--- config.mk ---
export PLATFORM = sky130hd
export DESIGN_NAME = gdb_isqrt
export DESIGN_NICKNAME = d
export VERILOG_FILES = /design/src/rtl/core/gdb_pkg.sv /design/src/rtl/core/gdb_isqrt.sv
export SDC_FILE = /design/constraint.sdc
export NUM_CORES = 1
export LEC_CHECK = 0
export BUFFER_PORTS_ARGS = -buffer_cell sky130_fd_sc_hd__buf_4
export CAP_MARGIN = 0
export CORE_ASPECT_RATIO = 1.4
export CORE_MARGIN = 2
export CORE_UTILIZATION = 55
export DETAILED_ROUTE_END_ITERATION = 7
export PLACE_DENSITY = 0.8
export SYNTH_ARGS = -nofsm -noshare
export SYNTH_HDL_FRONTEND = slang
export SYNTH_SLANG_ARGS = --single-unit
--- constraint.sdc ---
create_clock -name clk -period 3 [get_ports clk]
set_input_delay 0.3 -clock clk [delete_from_list [all_inputs] [get_ports clk]]
set_output_delay 0.3 -clock clk [all_outputs]
set_load 0.02 [all_outputs]
--- src/rtl/core/gdb_pkg.sv ---
`default_nettype none
// ----------------------------------------------------------------------------
// gdb_pkg: shared types and constants of the distance and bearing unit
// Fixed-point constants, the CORDIC arctangent table and the request and
// response bundles of the shared CORDIC unit.
// ----------------------------------------------------------------------------
package gdb_pkg;

	// datapath width of the CORDIC x and y registers
	localparam int CW = 36;
	// width of the CORDIC angle accumulator
	localparam int ZW = 34;

	localparam logic signed [CW-1:0] KINV_Q30 = 36'sd652032874;
	localparam logic [33:0] PI_Q28 = 34'd843314857;
	localparam logic [30:0] Q30_ONE = 31'h40000000;
	localparam logic [24:0] DIST_MAX = 25'h1FFFFFF;

	typedef struct packed {
		logic start;
		logic vec;
		logic [31:0] ang;
		logic signed [CW-1:0] vx;
		logic signed [CW-1:0] vy;
	} cdc_req_t;

	typedef struct packed {
		logic done;
		logic signed [CW-1:0] x;
		logic signed [CW-1:0] y;
		logic [31:0] z;
	} cdc_rsp_t;

	// arctan(2^-i) in units of 2^32 per turn
	function automatic logic signed [ZW-1:0] atan_entry(input logic [4:0] idx);
		logic signed [ZW-1:0] v;
		case (idx)
			5'd0: v = 34'sd536870912;
			5'd1: v = 34'sd316933406;
			5'd2: v = 34'sd167458907;
			5'd3: v = 34'sd85004756;
			5'd4: v = 34'sd42667331;
			5'd5: v = 34'sd21354465;
			5'd6: v = 34'sd10679838;
			5'd7: v = 34'sd5340245;
			5'd8: v = 34'sd2670163;
			5'd9: v = 34'sd1335087;
			5'd10: v = 34'sd667544;
			5'd11: v = 34'sd333772;
			5'd12: v = 34'sd166886;
			5'd13: v = 34'sd83443;
			5'd14: v = 34'sd41722;
			5'd15: v = 34'sd20861;
			5'd16: v = 34'sd10430;
			5'd17: v = 34'sd5215;
			5'd18: v = 34'sd2608;
			5'd19: v = 34'sd1304;
			5'd20: v = 34'sd652;
			5'd21: v = 34'sd326;
			5'd22: v = 34'sd163;
			5'd23: v = 34'sd81;
			5'd24: v = 34'sd41;
			5'd25: v = 34'sd20;
			5'd26: v = 34'sd10;
			5'd27: v = 34'sd5;
			5'd28: v = 34'sd3;
			5'd29: v = 34'sd1;
			5'd30: v = 34'sd1;
			default: v = 34'sd0;
		endcase
		return v;
	endfunction

endpackage
`default_nettype wire

--- src/rtl/core/gdb_isqrt.sv ---
`default_nettype none
// ----------------------------------------------------------------------------
// gdb_isqrt: bit-serial integer square root
// Floor square root of a 62-bit value, one result bit per cycle.
// ----------------------------------------------------------------------------
module gdb_isqrt
	import gdb_pkg::*;
(
	input  wire logic        clk,
	input  wire logic        arst_n,
	input  wire logic        start,
	input  wire logic [61:0] val,
	output logic             done,
	output logic [30:0]      root
);

	logic [61:0] rad_q;
	logic [31:0] rem_q;
	logic [30:0] root_q;
	logic [4:0] cnt_q;
	logic busy_q, done_q, ge;
	logic [33:0] remn, trial, diff;

	always_comb begin
		remn  = {rem_q, rad_q[61:60]};
		trial = {1'b0, root_q, 2'b01};
		diff  = remn - trial;
		ge    = remn >= trial;
	end

	always_ff @(posedge clk or negedge arst_n) begin
		if (!arst_n) begin
			busy_q <= 1'b0;
			done_q <= 1'b0;
			cnt_q  <= '0;
		end else begin
			done_q <= 1'b0;
			if (start) begin
				busy_q <= 1'b1;
				cnt_q  <= '0;
			end else if (busy_q) begin
				if (cnt_q == 5'd30) begin
					busy_q <= 1'b0;
					done_q <= 1'b1;
				end else begin
					cnt_q <= cnt_q + 1'b1;
				end
			end
		end
	end

	always_ff @(posedge clk) begin
		if (start) begin
			rad_q  <= val;
			rem_q  <= '0;
			root_q <= '0;
		end else if (busy_q) begin
			rad_q <= {rad_q[59:0], 2'b00};
			if (ge) begin
				rem_q  <= diff[31:0];
				root_q <= {root_q[29:0], 1'b1};
			end else begin
				rem_q  <= remn[31:0];
				root_q <= {root_q[29:0], 1'b0};
			end
		end
	end

	assign done = done_q;
	assign root = root_q;

endmodule
`default_nettype wire

Word level (Yosys, flattened, before mapping)
Index checks and enable logic that the tools add are counted.
{"block": "op_classes", "add_sub_neg": 2, "n_lt_le_gt_ge": 1, "n_eq_ne": 2, "mux": 13, "n_reduce_logical": 2}
{"cell": "2-to-1 mux 62 bit", "count": 2}
{"cell": "greater-or-equal comparator 34 x 33 -> 1 bit", "count": 1}
{"cell": "2-to-1 mux 32 bit", "count": 1}
{"cell": "subtractor 32 bit", "count": 1}
{"cell": "2-to-1 mux 5 bit", "count": 3}
{"cell": "2-to-1 mux 1 bit", "count": 7}
{"cell": "adder 5 x 1 -> 5 bit (second input constant)", "count": 1}
{"cell": "equality test 5 bit (second input constant)", "count": 1}
{"cell": "inequality test 2 bit (second input constant)", "count": 1}
{"cell": "AND reduction 2 bit", "count": 1}
{"cell": "nonzero test 2 bit", "count": 1}
{"block": "word_totals", "register_bits": 132, "elab_cells": 26}

Logic depth before layout (Yosys ltp)
{"block": "depth", "word_depth": 4, "depth_mapped": 12, "mapped_depth_nobuf": 10}

Least setup slack after synthesis
No wires, ideal clock.
{"block": "synth_timing", "path_kind": "register -> register", "startpoint": "register root_q[21], in the netlist root[21]", "endpoint": "register rem_q[4]", "t_arrival_ps": 2598, "required_time_ps": 2909, "slack_ps": 311, "path_stages_with_launch": 12, "period_less_slack_ps": 2689, "path_cell_list": "dfxtp_1 -> inv_1 -> ha_1 -> buf_4 -> nand4_1 -> or2_0 -> or3_4 -> a31oi_4 -> o21ai_2 -> buf_6 -> a211o_1 -> a311oi_1"}
{"block": "synth_via", "elab_chain_cells": 2}
{"element": "from (decl)", "line": "gdb_isqrt.sv:19", "text": "logic [30:0] root_q;"}
{"element": "from (signal assigned)", "line": "gdb_isqrt.sv:61", "text": "root_q <= {root_q[29:0], 1'b1};"}
{"element": "from (signal assigned)", "line": "gdb_isqrt.sv:64", "text": "root_q <= {root_q[29:0], 1'b0};"}
{"element": "greater-or-equal comparator 34 x 33 -> 1 bit", "line": "gdb_isqrt.sv:28", "text": "ge = remn >= trial;"}
{"element": "2-to-1 mux 32 bit", "line": "gdb_isqrt.sv:59", "text": "if (ge) begin"}
{"element": "to (signal assigned)", "line": "gdb_isqrt.sv:60", "text": "rem_q <= diff[31:0];"}
{"element": "to (signal assigned)", "line": "gdb_isqrt.sv:63", "text": "rem_q <= remn[31:0];"}
{"element": "to (decl)", "line": "gdb_isqrt.sv:18", "text": "logic [31:0] rem_q;"}
No other way between the ends.
A chain may end at the register's enable or synchronous reset.

Worst setup path after layout
{"block": "layout_timing", "startpoint": "register root_q[18], in the netlist root[18]", "endpoint": "register rem_q[4]"}
The elaborated chain is that of the path after synthesis.

==> qor.yml <==
sta:
  hold_violations: 0
  fin_setup_tns_ps: 0
  rsz0062_at_grt: "no"
  slew_headroom_pct: 49.5
  skew_ps: 12.9
  period_needed_ps: 2800
  fmax_mhz: 358
  setup_viol_count_final: 0
  worst_pin_slew_ps: 738
  fin_crit_sh_pct: 93.2
  maxSlewViolCount: 0
  hold_ws_ps: 164
logic_synthesis:
  ys_seq_area_share_pct: 45.2
  syn_area_per_cell_um2: 10.2
  synth-edff-count: 62
  synth_area_um2: 7300
  synth_top_flop_cell: "dfxtp_1"
  synth_largest_area_cell: "edfxtp_1"
  async_reset_ff_share_pct: 5.30
  synthTopCellsByCount: "nor2_1 (92), dfxtp_1 (63), edfxtp_1 (62)"
  ys_ff_latch: 132
  ys.warnings.count: 0
  synth_top_cell_area_share_pct: 25.5
  synthDistinctLibCells: 59
  postSynthNetCount: 815
  synth_top_cells_by_area: "edfxtp_1 (26%), dfxtp_1 (17%), mux2_2 (9.3%)"
  synth_most_common_cell: "nor2_1"
  syn_inst: 715
detailed_routing:
  drt_wl_total_um: 16300
  first_iter_violations: 289
  top_layer: "met4"
  dr_wl_met2_um: 8430
  wire_per_inst_um: 16.3
  drt_first_pass_iters: 5
  postRouteAntennaNets: 0
  route.detailed.drc: 0
  vias: 5690
  route.met3.wl_um: 912
  vias_per_cell: 5.68
  m1WireLength_um: 6450
grt:
  grt_start_max_net_pins: 58
  grt_pass1_vias: 5823
  antenna_found_initial: 0
  track_usage_pct: 23.6
  grt_pass1_wl_um: 26600
  grt-ovfl-total: 0
cells_and_area:
  n_antenna_cell: 0
  multi_input_area_um2: 3700
  nFillCells: 984
  drive_gt1_share_pct: 25.8
  layout-area-overhead-vs-synth_pct: 20.8
  finalInstanceArea_um2: 8820
  fin_nets: 910
  fin_util_pct: 68.2
  register_area_um2: 3300
worst_setup_path:
  cp.required_ps: 3330
  arrival_ps: 3130
  path_class: "reg2reg"
  worst-path-max-fanout: 41
  crit_start: "root[18]$_SDFFE_PP0P_"
  critPathCaptureType: "flop"
  cp-start-kind: "flop"
  rr_startpoint: "root[18]$_SDFFE_PP0P_"
clock_network:
  cts_made_buffers: 17
  clk-insertion-delay-late_ps: 420
  clock-sinks: 132
  cts_tree: "yes"
  cts.reportedPaths.clkPinSlew_ps: 60
  cts_buffer_depth: 2
  htree_num_levels: 4
  clockRootBuffer: "clkbuf_16"
die:
  fp.dieW_um: 101
  rows: 49
  num_io_pins: 97
  initial_core_util_pct: 56.4
  die_h_um: 140
  core_area_um2: 12900
  die_area_um2: 14200
place:
  hpwl_um: 11500
  finalWeightedCongestion: 0.926
  port_buffers: 96
  placed_cell_area_um2: 8220
worst_hold_path:
  hp-start: "val[1]"
  hold_path.class: "in2reg"
power:
  cellPowerDensity_nw_per_um2: 962
  power.leakage_uw: 0.00390
  ir_drop_mv: 0.732
job:
  cap_violations: 0
run_status:
  outcome: "complete, no violations"
==> report_power, final <==
group	total [uW]	internal, uW	switching (uW)
sequential	2320	2160	164
clock	2050	1230	817
combinational	4120	1870	2250
==> layout by cell type (no fill, tap or decap), drive strengths merged, types with 11 or more instances in the layout <==
master / n
a211oi: 27
buf: 111
nand2: 31
ha: 35
edfxtp: 62
clkbuf: 17
xnor2: 21
dfxtp: 63
a21oi: 44
o21ai: 22
inv: 47
mux2: 60
nand4: 11
a21o: 13
mux2i: 43
nor2: 92
==> worst max-delay path: stages (launching register included) <==
cell and delay [ps]:
dfxtp_1 360, inv_1 60, ha_2 390, nand4_1 180
or2_1 280, or3_4 400, a31oi_4 200, o21ai_4 100
buf_12 200, a211o_1 290, a311oi_1 250
==> final timing paths <==
| kind | depth (start not counted) | slack (ps) | endpoint |
|---|---|---|---|
| max in group asynchronous | 2 | 2620 | busy_q$_DFF_PN0_ |
| worst max register to register | 10 | 200 | rem_q[4]$_SDFFE_PP0P_ |
| worst min-delay path | 2 | 160 | rad_q[1]$_SDFFCE_PN0P_ |
| worst max-delay path | 10 | 200 | rem_q[4]$_SDFFE_PP0P_ |
| min in group asynchronous | 2 | 230 | done$_DFF_PN0_ |
| worst min register to register | 2 | 500 | rem_q[4]$_SDFFE_PP0P_ |
==> state kept, by name, summed over array words and instances (netlist names) <==
signal  count
busy_q      1
cnt_q       5
done        1
rad_q      62
rem_q      32
root       31
==> logic make-up after synthesis <==
group,synth area share [%]
XOR/XNOR,3.36
AND/OR/NAND/NOR,11.9
AO/OA/AOI/OAI,14.1
adder cells (fa/ha/maj),6.00
multiplexers,15.1
buffers and inverters,4.28
flip-flops,45.2
==> what timing repair did <==
item                       4_1_cts  5_1_grt
hold endpoints to repair         7        0
resized for setup                0        3
hold buffers                     1        0
setup buffers                    0        1
setup endpoints to repair        0        5
==> per-stage QoR <==
stage / cells / setup WS, ps / total power, uW
floorplan: 715 / 311 / 5450
global placement: 967 / 263 / 6300
detailed placement: 967 / 118 / 6380
CTS: 1000 / 127 / 8490
global route: 1001 / 37.5 / 9020
finish: 1001 / 204 / 8490
==> area by class of cell <==
class / count / share of cell area, %
clock inverter: 15 / 1.74
sequential: 132 / 37.4
inverter: 42 / 1.79
tap: 178 / 2.53
multi-input combinational: 505 / 42.0
timing repair buffer: 112 / 9.70
clock buffer: 17 / 4.82
==> layer usage <==
layer / track usage [%] / vias to the layer above
li1: - / 2797
met1: 25.0 / 2658
met2: 41.9 / 193
met3: 7.34 / 42
met4: 11.3 / 0
met5: 0 / -
(Power assumes the default switching activity.)
