[config.mk]
export PLATFORM = sky130hd
export DESIGN_NAME = gdb_cordic
export DESIGN_NICKNAME = d
export VERILOG_FILES = /design/src/rtl/core/gdb_pkg.sv /design/src/rtl/core/gdb_cordic.sv
export SDC_FILE = /design/constraint.sdc
export NUM_CORES = 1
export LEC_CHECK = 0
export BUFFER_PORTS_ARGS = -buffer_cell sky130_fd_sc_hd__buf_2
export CAP_MARGIN = 20
export CORE_UTILIZATION = 50
export DETAILED_ROUTE_END_ITERATION = 12
export GPL_ROUTABILITY_DRIVEN = 0
export PLACE_DENSITY = 0.75
export SKIP_CTS_REPAIR_TIMING = 1
export SLEW_MARGIN = 20
export SYNTH_ARGS = -nofsm -noshare
export SYNTH_HDL_FRONTEND = slang
export SYNTH_SLANG_ARGS = --single-unit
[constraint.sdc]
create_clock -name clk -period 8.95 [get_ports clk]
set_input_delay 0 -clock clk [delete_from_list [all_inputs] [get_ports clk]]
set_output_delay 0 -clock clk [all_outputs]
set_load 0.02 [all_outputs]
[src/rtl/core/gdb_pkg.sv]
`default_nettype none
// ----------------------------------------------------------------------------
// gdb_pkg: shared types and constants of the distance and bearing unit
// Fixed-point constants, the CORDIC arctangent table and the request and
// response bundles of the shared CORDIC unit.
// ----------------------------------------------------------------------------
package gdb_pkg;

	// datapath width of the CORDIC x and y registers
	localparam int CW = 36;
	// width of the CORDIC angle accumulator
	localparam int ZW = 34;

	localparam logic signed [CW-1:0] KINV_Q30 = 36'sd652032874;
	localparam logic [33:0] PI_Q28 = 34'd843314857;
	localparam logic [30:0] Q30_ONE = 31'h40000000;
	localparam logic [24:0] DIST_MAX = 25'h1FFFFFF;

	typedef struct packed {
		logic start;
		logic vec;
		logic [31:0] ang;
		logic signed [CW-1:0] vx;
		logic signed [CW-1:0] vy;
	} cdc_req_t;

	typedef struct packed {
		logic done;
		logic signed [CW-1:0] x;
		logic signed [CW-1:0] y;
		logic [31:0] z;
	} cdc_rsp_t;

	// arctan(2^-i) in units of 2^32 per turn
	function automatic logic signed [ZW-1:0] atan_entry(input logic [4:0] idx);
		logic signed [ZW-1:0] v;
		case (idx)
			5'd0: v = 34'sd536870912;
			5'd1: v = 34'sd316933406;
			5'd2: v = 34'sd167458907;
			5'd3: v = 34'sd85004756;
			5'd4: v = 34'sd42667331;
			5'd5: v = 34'sd21354465;
			5'd6: v = 34'sd10679838;
			5'd7: v = 34'sd5340245;
			5'd8: v = 34'sd2670163;
			5'd9: v = 34'sd1335087;
			5'd10: v = 34'sd667544;
			5'd11: v = 34'sd333772;
			5'd12: v = 34'sd166886;
			5'd13: v = 34'sd83443;
			5'd14: v = 34'sd41722;
			5'd15: v = 34'sd20861;
			5'd16: v = 34'sd10430;
			5'd17: v = 34'sd5215;
			5'd18: v = 34'sd2608;
			5'd19: v = 34'sd1304;
			5'd20: v = 34'sd652;
			5'd21: v = 34'sd326;
			5'd22: v = 34'sd163;
			5'd23: v = 34'sd81;
			5'd24: v = 34'sd41;
			5'd25: v = 34'sd20;
			5'd26: v = 34'sd10;
			5'd27: v = 34'sd5;
			5'd28: v = 34'sd3;
			5'd29: v = 34'sd1;
			5'd30: v = 34'sd1;
			default: v = 34'sd0;
		endcase
		return v;
	endfunction

endpackage
`default_nettype wire

[src/rtl/core/gdb_cordic.sv]
`default_nettype none
// ----------------------------------------------------------------------------
// gdb_cordic: iterative CORDIC unit
// Rotation mode gives sine and cosine of an angle, vectoring mode gives the
// angle of a vector; one micro-rotation per cycle.
// ----------------------------------------------------------------------------
module gdb_cordic
	import gdb_pkg::*;
#(
	parameter int STEPS = 16
) (
	input  wire logic     clk,
	input  wire logic     arst_n,
	input  wire cdc_req_t req,
	output cdc_rsp_t      rsp
);

	localparam int IW = $clog2(STEPS);

	logic signed [CW-1:0] x_q, y_q, dx, dy, xn, yn;
	logic signed [ZW-1:0] z_q, zn, at;
	logic [IW-1:0] i_q;
	logic busy_q, done_q, vec_q, neg_q, pos;
	logic [31:0] angf;
	logic fold;

	always_comb begin
		dx = y_q >>> i_q;
		dy = x_q >>> i_q;
		at = atan_entry(5'(i_q));
		if (vec_q) begin
			pos = y_q[CW-1] || (y_q == '0);
		end else begin
			pos = !z_q[ZW-1];
		end
		if (pos) begin
			xn = x_q - dx;
			yn = y_q + dy;
			zn = z_q - at;
		end else begin
			xn = x_q + dx;
			yn = y_q - dy;
			zn = z_q + at;
		end
		// fold the second and third quadrant onto the first and fourth
		fold = (req.ang[31:30] == 2'b01) || (req.ang[31:30] == 2'b10);
		angf = {req.ang[31] ^ fold, req.ang[30:0]};
	end

	always_ff @(posedge clk or negedge arst_n) begin
		if (!arst_n) begin
			busy_q <= 1'b0;
			done_q <= 1'b0;
			i_q    <= '0;
		end else begin
			done_q <= 1'b0;
			if (req.start) begin
				i_q <= '0;
				if (req.vec && req.vx == '0 && req.vy == '0) begin
					done_q <= 1'b1;
				end else begin
					busy_q <= 1'b1;
				end
			end else if (busy_q) begin
				if (i_q == IW'(STEPS - 1)) begin
					busy_q <= 1'b0;
					done_q <= 1'b1;
				end else begin
					i_q <= i_q + 1'b1;
				end
			end
		end
	end

	always_ff @(posedge clk) begin
		if (req.start) begin
			vec_q <= req.vec;
			if (req.vec) begin
				neg_q <= 1'b0;
				if (req.vx == '0 && req.vy == '0) begin
					x_q <= '0;
					y_q <= '0;
					z_q <= '0;
				end else if (req.vx[CW-1]) begin
					x_q <= -req.vx;
					y_q <= -req.vy;
					z_q <= 34'sh080000000;
				end else begin
					x_q <= req.vx;
					y_q <= req.vy;
					z_q <= '0;
				end
			end else begin
				neg_q <= fold;
				x_q   <= KINV_Q30;
				y_q   <= '0;
				z_q   <= {{2{angf[31]}}, angf};
			end
		end else if (busy_q) begin
			z_q <= zn;
			if (i_q == IW'(STEPS - 1) && neg_q) begin
				x_q <= -xn;
				y_q <= -yn;
			end else begin
				x_q <= xn;
				y_q <= yn;
			end
		end
	end

	assign rsp.done = done_q;
	assign rsp.x    = x_q;
	assign rsp.y    = y_q;
	assign rsp.z    = z_q[31:0];

endmodule
`default_nettype wire

After elaboration in Yosys (flattened, before gate mapping)
Memories as Yosys holds them, arrays and structs flattened.
Cells that the tools add are included.

operators by class
  add/sub/neg operators = 11
  eq/ne operators = 5
  shift-type cells = 2
  mux-type cells = 32
  bitwise gates (word level) = 1
  reduce and logical (&&, ||, !) cells = 12

operators by type and width
  operator             number
  $mux 36              14
  $neg 36->36          4
  $mux 34              4
  $logic_not 36->1     3
  $add 36x36->36       2
  $sshr 36x4->36       2
  $sub 36x36->36       2
  $mux 32              2
  $add 34x34->34       1
  $sub 34x34->34       1
  $mux 4               3
  $mux 1               9
  $add 4x1->4 const B  1
  $eq 4x4->1 const B   1
  $logic_and 1x1->1    4
  $ne 2x2->1 const B   2
  $eq 2x1->1 const B   1
  $eq 2x2->1 const B   1
  $logic_or 1x1->1     2
  $reduce_and 2->1     1
  $reduce_bool 2->1    1
  $logic_not 1->1      1
  $xor 1x1->1          1

storage, ports and cells
  flip-flop bits (word level) = 114
  memory bits (read-only) = 480
  bits of input ports = 108
  output and inout bits = 105
  memories = 1

memory list
  memory           depth  bits a word  read ports  clocked after memory_dff  wr ports  RTL line       text
  (no name shown)  16     30           1           0                         0         gdb_pkg.sv:37  case (idx)

Depth between registers and ports, before layout
  depth after elaboration = 8
  depth in mapped cells = 30
  depth with buffers taken out = 23

Worst setup path before layout
OpenSTA, ideal clock, no wires.

  kind = register to register
  start point = register i_q[2]
  end point = register x_q[34] (data pin)
  setup time = 158 ps
  data arrival time = 7189 ps
  setup slack = 1603 ps
  cell stages (with the launch flop) = 31
  path buffers = 12
  clock period less this slack = 7347 ps
  path through = dfrtp_1 -> buf_6 -> buf_6 -> buf_2 -> buf_2 -> buf_4 -> buf_4 -> clkbuf_1 -> buf_1 -> clkbuf_1 -> buf_1 -> clkbuf_1 -> a31o_2 -> ha_1 -> and2_1 -> nand3_1 -> o31ai_1 -> o21ai_0 -> xnor2_1 -> ha_1 -> clkbuf_1 -> nand2_1 -> nor4_1 -> o2111a_1 -> o31ai_1 -> a21boi_0 -> o22ai_1 -> or4_1 -> or4b_1 -> a211o_1 -> o211ai_1

between the ends
  longest elaborated chain between the ends = 7
  elaborated cells between the ends (all ways) = 10

ends and longest elaborated chain
  what                                                     RTL line                            text
  from (decl)                                              gdb_cordic.sv:22                    logic [IW-1:0] i_q;
  from (signal assigned)                                   gdb_cordic.sv:69                    i_q <= i_q + 1'b1;
  $sshr 36x4->36                                           gdb_cordic.sv:28                    dx = y_q >>> i_q;
  $add 36x36->36 / $sub 36x36->36 (equally long branches)  gdb_cordic.sv:41, gdb_cordic.sv:37
  $mux 36                                                  gdb_cordic.sv:36                    if (pos) begin
  $neg 36->36                                              gdb_cordic.sv:102                   x_q <= -xn;
  $mux 36 (*)                                              gdb_cordic.sv:101                   if (i_q == IW'(STEPS - 1) && neg_q) begin
  $mux 36 (*)                                              gdb_cordic.sv:99                    end else if (busy_q) begin
  $mux 36 (*)                                              gdb_cordic.sv:76                    if (req.start) begin
  to (signal assigned)                                     gdb_cordic.sv:85                    x_q <= -req.vx;
  to (signal assigned)                                     gdb_cordic.sv:102
  to (signal assigned)                                     gdb_cordic.sv:105                   x_q <= xn;
  to (decl)                                                gdb_cordic.sv:20                    logic signed [CW-1:0] x_q, y_q, dx, dy, xn, yn;

Mark *: on every way between the ends. The rest lies on a longest branch, timed or not. The select of a mux whose other input is x is not followed.
A chain may end at the register's enable or synchronous reset.

Worst setup path after layout
  start point = register i_q[3]
  end point = register y_q[31] (data pin)

between the ends
  longest elaborated chain between the ends = 7
  elaborated cells between the ends (all ways) = 10

ends and longest elaborated chain
  what                                                     RTL line                            text
  $sshr 36x4->36                                           gdb_cordic.sv:29                    dy = x_q >>> i_q;
  $sub 36x36->36 / $add 36x36->36 (equally long branches)  gdb_cordic.sv:42, gdb_cordic.sv:38
  $mux 36                                                  gdb_cordic.sv:36
  $neg 36->36                                              gdb_cordic.sv:103                   y_q <= -yn;
  $mux 36 (*)                                              gdb_cordic.sv:101
  $mux 36 (*)                                              gdb_cordic.sv:99
  $mux 36 (*)                                              gdb_cordic.sv:76
  to (signal assigned)                                     gdb_cordic.sv:86                    y_q <= -req.vy;
  to (signal assigned)                                     gdb_cordic.sv:103
  to (signal assigned)                                     gdb_cordic.sv:106                   y_q <= yn;
  to (decl)                                                gdb_cordic.sv:20

Marks and branches as above.

==> results.txt <==
status: finished, violations left
failing checks: hold timing
Clock Pin Slew Worst Setup and Hold Paths: 0.07 ns
commonest non-fill, non-tap cell in the layout: nand2_1
DR top layer: met5
final setup fails: 0
fin crit period: 7.79 ns
EDFF count, synth: 108
DIE AREA: 43200 µm²
hold path depth: 3
via count: 22700
Ports: 213
worst skew pair latency: 0.47 ns
Hold Slack: -0.0480 ns
crit path from: i_q[3]
Placed Cells: 3265
Netlist Area Pre-Place: 21200 µm²
Worst EP required: 9.14 ns
register area: 3410 µm²
CP peak stage delay: 1.12 ns
total global-route track usage: 32.7%
asr flop ratio synth: 5.26%
Synth Warn #: 0
Slowest-stage cell, CP: dfrtp_4
Worst Path Max Fanout: 93
register area share after synthesis: 16.0%
Yosys reg bits: 114
first-pass GRT wire length: 113 mm
Relative slew margins: 28.0%
Root Driver: clkbuf_16
I/O Buffers: 212
vias in the first global route: 20900
reg-to-reg startpoint: i_q[3]
antenna violations before repair: 1
FF-to-FF End: y_q[31]
Max Fclk: 128 MHz
max cap viols: 0
Pre-antenna DRT Iters: 7
crit end category: flip-flop
Gate Count Post-Synth: 2684
Post-DRT Antenna Nets: 0
most frequent cells in the layout: nand2_1 (272), o21ai_0 (214), buf_2 (211), a21oi_1 (207), nor2_1 (185)
Vert. Die Dim: 208 µm
Fin Clk Skew: 0.0141 ns
Worst Hold Launch: req[102]
WL met3: 8.44 mm
core area: 41900 µm²
Finished Layout Cells: 3348
DRT met1 WL: 28.5 mm
Worst-Margin Slew: 1.08 ns
DRT Wirelength: 73.1 mm
Area Growth Syn to Fin: 9.62%
critical path type: flip-flop to flip-flop
Net Count, Synth: 2910
Final Cycle Share: 87.1%
Cell variety after synth: 96
drt initial violations: 2602
crit-path cells: buf_4, mux4_2, nand2_1, and4_1, o221ai_1, nor3_1, nand2b_1, nor2_1, nor3_1, a311oi_1, o22a_1, ha_1, nand2_1, a211o_1, a211oi_1, o21a_1, a211o_1, xor2_1, nor4_2, a31oi_1, o311ai_0, o221ai_1
WL met2: 32.2 mm
nets: 3021
hold worst-path end: neg_q
max-slew violations: 0
CTS Buf Count: 17
Worst Reg-to-Reg Cells: 22
Initial Utilization: 50.6%
die width: 208 µm
share of layout cells above drive strength 1: 15.3%
hpwl dp: 54.1 mm
H-tree levels: 4
Multi-input gate area: 16600 µm²
Hold Crit Class: input port to flip-flop
number of fill cells in the layout: 3824
CTS max path bufs: 2
setup TNS: 0 ns
final hold vios: 31
reg-to-reg slack, setup: 1.16 ns
pin count of the biggest net entering global routing: 94
Row Count: 75
CTS tree: built
Routed wire per std cell: 21.8 µm
residual DRC count: 0
Synth Flop Type: edfxtp_1
RSZ-0062 raised after global routing: no
synthesized area per cell: 7.90 µm²
GRT overflow: 0
vias per cell: 6.78
startpoint type of the worst setup path: flip-flop
clock sinks: 114
crit path DAT: 7.98 ns
-- metal layers --
metal  GRT usage (%)  vias up
li1                -    10400
met1            41.3    10500
met2            51.2     1467
met3            8.43      266
met4            17.4        2
met5               0        -
-- registers in the layout (all words and copies together), names as in the netlist --
register	count
busy_q	1
done_q	1
neg_q	1
y_q	36
vec_q	1
i_q	4
x_q	36
z_q	34
-- worst max-delay path: cells and delay by family (launching register included) --
family          cells  cell delay, ns
compound gates     10            2.86
simple gates        8            2.03
flops               1            1.12
buf+inv             1            0.60
mux                 1            0.43
fa+ha+maj           1            0.26
xor+xnor            1            0.15
-- layout make-up --
| class | instances | area share (%) |
|---|---|---|
| Tap cell | 539 | 2.90 |
| Sequential cell | 114 | 14.7 |
| Inverter | 64 | 1.03 |
| Clock buffer | 18 | 1.85 |
| Clock inverter | 14 | 0.501 |
| Multi-Input combinational cell | 2313 | 71.6 |
| Timing Repair Buffer | 285 | 7.48 |
| Antenna cell | 1 | 0.0108 |
-- synth_stat cells (8+ instances only) --
cell type,n,area (µm²)
edfxtp_1,108,3240
o41ai_1,8,70.1
clkbuf_1,98,368
a221o_1,8,80.1
or4_1,12,90.1
and2_1,27,169
nand2_1,272,1020
inv_1,63,236
o21bai_1,9,67.6
o21a_1,34,255
nand4_1,30,188
and3_1,26,163
a31oi_1,38,238
a211oi_1,30,225
nor4_1,29,181
o31ai_1,55,413
or2_2,20,125
and4_1,8,70.1
buf_1,17,63.8
nor2b_1,16,100
buf_4,39,293
a211o_1,17,149
o21ai_0,214,1070
a21boi_0,10,75.1
a21o_1,43,323
a21oi_1,207,1040
mux2_2,33,372
or3_1,44,275
nor2_1,186,698
nor3_1,57,285
o221ai_1,10,87.6
mux2i_1,63,631
o31a_1,8,70.1
buf_2,33,165
mux4_2,72,1620
ha_1,115,1440
o22ai_1,56,350
o211ai_1,33,248
nand3_1,60,300
xnor2_1,122,1070
nand2b_1,28,175
xor2_1,161,1410
-- cells by family after synthesis --
family | after synthesis | synth area share [%]
compound gates | 894 | 27.5
simple gates | 849 | 19.6
xor+xnor | 284 | 11.8
buf+inv | 257 | 5.65
mux | 168 | 12.4
fa+ha+maj | 118 | 7.07
flops | 114 | 16.0
-- metrics by stage --
stage / worst slack (ns) / hold WS (ns) / cell area (µm²) / utilization (%)
5_1_grt: 0.727 / 0.000660 / 23200 / 55.5
2_1_floorplan: 1.60 / -0.296 / 21200 / -
3_3_place_gp: 1.55 / -0.168 / 22200 / 53.0
6_report: 1.16 / -0.0480 / 23200 / 55.5
3_5_place_dp: 1.32 / -0.169 / 22200 / 53.0
4_1_cts: 1.26 / -0.665 / 22700 / 54.3
-- how the worst max path moves through the flow --
stage	end
after global routing	z_q[33]
after global placement	z_q[33]
after floorplan	x_q[34]
after detailed placement	z_q[33]
after CTS	z_q[33]
final	y_q[31]
Power is not shown: default switching activity piles up to over one toggle a cycle in this logic, so the estimate is an artifact.
